$ cat config.mk
export PLATFORM = sky130hd
export DESIGN_NAME = svm_ctrl
export DESIGN_NICKNAME = d
export VERILOG_FILES = /design/src/hdl/svm_pkg.sv /design/src/hdl/svm_ctrl.sv
export SDC_FILE = /design/constraint.sdc
export NUM_CORES = 1
export LEC_CHECK = 0
export BUFFER_PORTS_ARGS = -buffer_cell sky130_fd_sc_hd__buf_2
export CELL_PAD_IN_SITES_DETAIL_PLACEMENT = 0
export CELL_PAD_IN_SITES_GLOBAL_PLACEMENT = 1
export CORE_ASPECT_RATIO = 1.2
export CORE_UTILIZATION = 35
export CTS_CLUSTER_DIAMETER = 100
export CTS_CLUSTER_SIZE = 30
export DETAILED_ROUTE_END_ITERATION = 16
export GPL_TIMING_DRIVEN = 0
export PLACE_DENSITY_LB_ADDON = 0.1
export SYNTH_ARGS = -nofsm -noshare
export SYNTH_HDL_FRONTEND = slang
export SYNTH_SLANG_ARGS = --single-unit
$ cat constraint.sdc
create_clock -name clk_i -period 2.2 [get_ports clk_i]
set_input_delay 0 -clock clk_i [delete_from_list [all_inputs] [get_ports clk_i]]
set_output_delay 0 -clock clk_i [all_outputs]
set_load 0.05 [all_outputs]
$ cat src/hdl/svm_pkg.sv
// Package of the voice mixer: operation codes, field widths and control structs.
package svm_pkg;

  localparam logic [1:0] OP_LOAD = 2'd0;
  localparam logic [1:0] OP_PLAY = 2'd1;
  localparam logic [1:0] OP_TICK = 2'd2;

  localparam int OP_W     = 2;
  localparam int CID_W    = 4;
  localparam int SIDX_W   = 12;
  localparam int SMP_W    = 16;
  localparam int GAIN_W   = 16;
  localparam int MIX_W    = 22;
  localparam int COUNT_W  = 5;
  localparam int PROD_W   = SMP_W + GAIN_W + 1;
  localparam int GAIN_SHIFT = 14;

  typedef struct packed {
    logic accept;
    logic load;
    logic play_start;
    logic scan;
    logic commit;
    logic tick_start;
    logic tick_issue;
    logic out_load;
  } ctl_cmd_t;

  typedef struct packed {
    logic pipe_busy;
  } dp_sts_t;

endpackage

$ cat src/hdl/svm_ctrl.sv
// Controller state machine of the voice mixer: sequences load, play scan and tick passes.
module svm_ctrl import svm_pkg::*; #(
  parameter int VOICES = 16
) (
  input  logic            clk_i,
  input  logic            rst_ni,
  input  logic            item_valid_i,
  input  logic [OP_W-1:0] item_op_i,
  output logic            item_ready_o,
  input  logic            res_ready_i,
  output logic            res_valid_o,
  input  dp_sts_t         sts_i,
  output ctl_cmd_t        cmd_o,
  output logic [((VOICES > 1) ? $clog2(VOICES) : 1)-1:0] voice_idx_o
);

  localparam int VW = (VOICES > 1) ? $clog2(VOICES) : 1;
  localparam logic [VW-1:0] LAST_VOICE = VW'(VOICES - 1);

  typedef enum logic [5:0] {
    S_IDLE   = 6'b000001,
    S_SCAN   = 6'b000010,
    S_COMMIT = 6'b000100,
    S_RUN    = 6'b001000,
    S_DRAIN  = 6'b010000,
    S_DONE   = 6'b100000
  } state_e;

  state_e        state_q, state_d;
  logic [VW-1:0] vidx_q, vidx_d;
  logic          out_valid_q, out_valid_d;

  always_comb begin
    state_d = state_q;
    vidx_d  = vidx_q;
    cmd_o   = '0;
    item_ready_o = (state_q == S_IDLE);
    cmd_o.accept = item_valid_i && (state_q == S_IDLE);
    unique case (state_q)
      S_IDLE: begin
        if (cmd_o.accept) begin
          vidx_d = '0;
          if (item_op_i == OP_LOAD) begin
            cmd_o.load = 1'b1;
          end else if (item_op_i == OP_PLAY) begin
            cmd_o.play_start = 1'b1;
            state_d = S_SCAN;
          end else if (item_op_i == OP_TICK) begin
            cmd_o.tick_start = 1'b1;
            state_d = S_RUN;
          end
        end
      end
      S_SCAN: begin
        cmd_o.scan = 1'b1;
        if (vidx_q == LAST_VOICE) begin
          state_d = S_COMMIT;
        end else begin
          vidx_d = vidx_q + 1'b1;
        end
      end
      S_COMMIT: begin
        cmd_o.commit = 1'b1;
        state_d = S_IDLE;
      end
      S_RUN: begin
        cmd_o.tick_issue = 1'b1;
        if (vidx_q == LAST_VOICE) begin
          state_d = S_DRAIN;
        end else begin
          vidx_d = vidx_q + 1'b1;
        end
      end
      S_DRAIN: begin
        if (!sts_i.pipe_busy) begin
          state_d = S_DONE;
        end
      end
      S_DONE: begin
        if (!out_valid_q || res_ready_i) begin
          cmd_o.out_load = 1'b1;
          state_d = S_IDLE;
        end
      end
      default: begin
        state_d = S_IDLE;
      end
    endcase
  end

  always_comb begin
    out_valid_d = out_valid_q;
    if (cmd_o.out_load) begin
      out_valid_d = 1'b1;
    end else if (res_ready_i) begin
      out_valid_d = 1'b0;
    end
  end

  always_ff @(posedge clk_i or negedge rst_ni) begin
    if (!rst_ni) begin
      state_q     <= S_IDLE;
      vidx_q      <= '0;
      out_valid_q <= 1'b0;
    end else begin
      state_q     <= state_d;
      vidx_q      <= vidx_d;
      out_valid_q <= out_valid_d;
    end
  end

  assign voice_idx_o = vidx_q;
  assign res_valid_o = out_valid_q;

endmodule

==> out/results.ini <==
[status]
run_status = finished clean

[cts]
tritoncts = yes
cts_root_buffer = clkbuf_4
clock_sinks = 11
cts.path.max_buffers = 2
cts_buffers = 3
cts-htree-levels = 1
clk_pin_slew_ns = 0.07
postCtsSetupBuffers = 0
clock_latency_ns = 0.26

[sta]
final.setup_skew_ns = 0.00443
tns_ns = 0
hold_violations = 0
slew_viol_final = 0
clock.fmax_ghz = 0.556
worstMarginPinSlew_ns = 0.343
maxSlewHeadroom_pct = 76.9
setup_violations = 0
fin_crit_ns = 1.80
rsz0062_at_grt = false
min_period_over_period_pct = 81.7

[critical_path]
r2r_cells = 4
rrSetupSlack_ns = 0.48
worstPathMaxFanout = 6
critPathMaxStageDelay_ns = 0.57
endpoint = cmd_o[1]
timing.rr.end = voice_idx_o[0]$_DFFE_PN0P_
crit_start = state_q[5]$_DFFE_PN0P_
cp_data_required_time_ns = 2.20
cp.arrival_ns = 1.80
startpoint_type = flop
cpMaxStageDelayCell = or4_4
crit_type = flop to primary output
worstSetupEndpointType = primary output
cp_cell_sequence = or4_4, nor2_1, buf_2
r2r_start = state_q[5]$_DFFE_PN0P_

[power_and_ir_drop]
switching_share_pct = 47.2
powerDensity_mw_per_mm2 = 1120
finalPower_uw = 913
seq_power_share_pct = 32.6
pwr-share-comb_pct = 52.8
clkPwrFrac_pct = 14.5
p_int_uw = 482
p_leak_uw = 0.000436
p_switching_uw = 431
ir_worst_vdd_uv = 508

[global_route]
grt_pass1_wl_mm = 2.15
grt_usage_pct = 15.7
grt_max_degree = 12
antenna_found_initial = 0
grt_pass1_vias = 510
grt-ovfl-total = 0

[cells_and_area]
final_cell_area_um2 = 815
layout_common_cells = buf_2, dfrtp_1, inv_1
stdcell_count = 109
layout_commonest_cell = buf_2
fin_util_pct = 49.0
area_growth_syn_to_layout_pct = 28.1
drive_gt1_share_pct = 33.0
layout.nets = 100
diodes = 0
n_fill_cell = 170

[synth]
synth_top_flop_cell = dfrtp_1
yosysWarnings = 0
synthArstFlopShare_pct = 100
syn_inst = 64
ys_ff_latch = 11
synth_area_per_cell_um2 = 9.93
syn-num-nets = 72
synth_cell_type_count = 32
synth_seq_area_share_pct = 43.5
netlist_area_um2 = 636
synth_edf_count = 0

[placement]
port_buffers = 20
placedCellCount = 102
dpl-instance-area_um2 = 758
place_congestion = 0.673
dp_hpwl_mm = 1.03

[worst_hold_path]
hp-class = primary input to flop
worstHoldPathCells = 3

[die]
row_count = 16
die_x_um = 40.9
initial_core_util_pct = 38.3
coreArea_mm2 = 0.00166
dieArea_mm2 = 0.00199
die_h_um = 48.7
ios = 21

[drt]
first_pass_iters = 4
wl_per_cell_um = 12.5
routed_wl_mm = 1.36
drc_errors = 0
via_per_inst = 5.22
routed-via-count = 569
drt-initial-drc-count = 6
ant_nets = 0

[job]
drv_cap = 0

==> cells by family (layout without fill, tap and decap cells) <==
family,Yosys count,in the layout,share of synthesized area (%)
AND/OR/NAND/NOR,28,28,27.6
flip-flops,11,11,43.5
adder cells (fa/ha/maj),1,1,1.97
AO/OA/AOI/OAI,16,16,19.1
multiplexers,1,1,2.36
XOR/XNOR,1,1,1.38
buffers and inverters,6,33,4.13
==> cell usage after synthesis, types with 2 or more instances <==
cell | instances | area (um2)
a21o_1 | 3 | 22.5
a21oi_1 | 3 | 15.0
a22o_1 | 2 | 17.5
and2_1 | 2 | 12.5
dfrtp_1 | 10 | 250
inv_1 | 5 | 18.8
nand2b_1 | 2 | 12.5
nand3_1 | 3 | 15.0
nand3b_1 | 2 | 15.0
nor2_1 | 4 | 15.0
nor3_1 | 2 | 10.0
nor3b_1 | 3 | 22.5
nor4_1 | 2 | 12.5
o21ai_0 | 2 | 10.0
or4_1 | 2 | 15.0
==> power groups by stage <==
| stage | clock network (uW) | logic [uW] | registers [uW] |
|---|---|---|---|
| after floorplan | 0 | 328 | 354 |
| after global placement | 0 | 482 | 300 |
| after detailed placement | 0 | 480 | 302 |
| after CTS | 141 | 487 | 298 |
| after global routing | 153 | 521 | 305 |
| final | 133 | 482 | 298 |
==> cell type report <==
type | instances | area [um2] | area share (%)
multi-input cells | 47 | 333 | 40.9
flip-flops and latches | 11 | 277 | 33.9
repair buffers | 23 | 130 | 16.0
clock buffers | 4 | 26.3 | 3.23
well taps | 18 | 22.5 | 2.76
inverters | 5 | 18.8 | 2.30
plain buffers | 1 | 7.51 | 0.922
==> through the flow <==
step           worst slack, ns  hold slack (ns)
3_5_place_dp             0.504           -0.117
6_report                 0.403           0.0884
4_1_cts                  0.357           0.0835
5_1_grt                  0.262            0.111
3_3_place_gp             0.506           -0.117
2_1_floorplan          -0.0647           -0.296
==> worst min-delay path by stage <==
stage | slack (ns) | from | to
after floorplan | -0.30 | rst_ni | res_valid_o$_DFFE_PN0P_
after global placement | -0.12 | rst_ni | state_q[2]$_DFFE_PN0P_
after detailed placement | -0.12 | rst_ni | state_q[5]$_DFFE_PN0P_
after CTS | 0.08 | item_op_i[0] | state_q[3]$_DFFE_PN0P_
after global routing | 0.11 | item_op_i[1] | state_q[1]$_DFFE_PN0P_
final | 0.09 | item_op_i[1] | state_q[1]$_DFFE_PN0P_
==> per-layer routing <==
layer  wire (um)  GRT usage (%)  vias up
li1            -              -      291
met1         652           20.7      264
met2         648           23.2       12
met3          46           2.75        2
met4          11           8.33        0
met5           0              0        -
==> worst max-delay path: cells and delay by family, from the launching register on <==
| family | cells | cell delay [ns] |
|---|---|---|
| flops | 1 | 0.42 |
| buf+inv | 1 | 0.31 |
| simple gates | 2 | 0.80 |
==> sequential cells by signal, indices dropped and copies added, names as in the netlist <==
| name | cells |
|---|---|
| state_q | 6 |
| res_valid_o | 1 |
| voice_idx_o | 4 |
==> timing repair <==
item,in CTS,in global routing
hold buffers,3,0
gates resized for setup,0,0
hold endpoints to repair,14,0
Power figures use the tool's default switching activity.
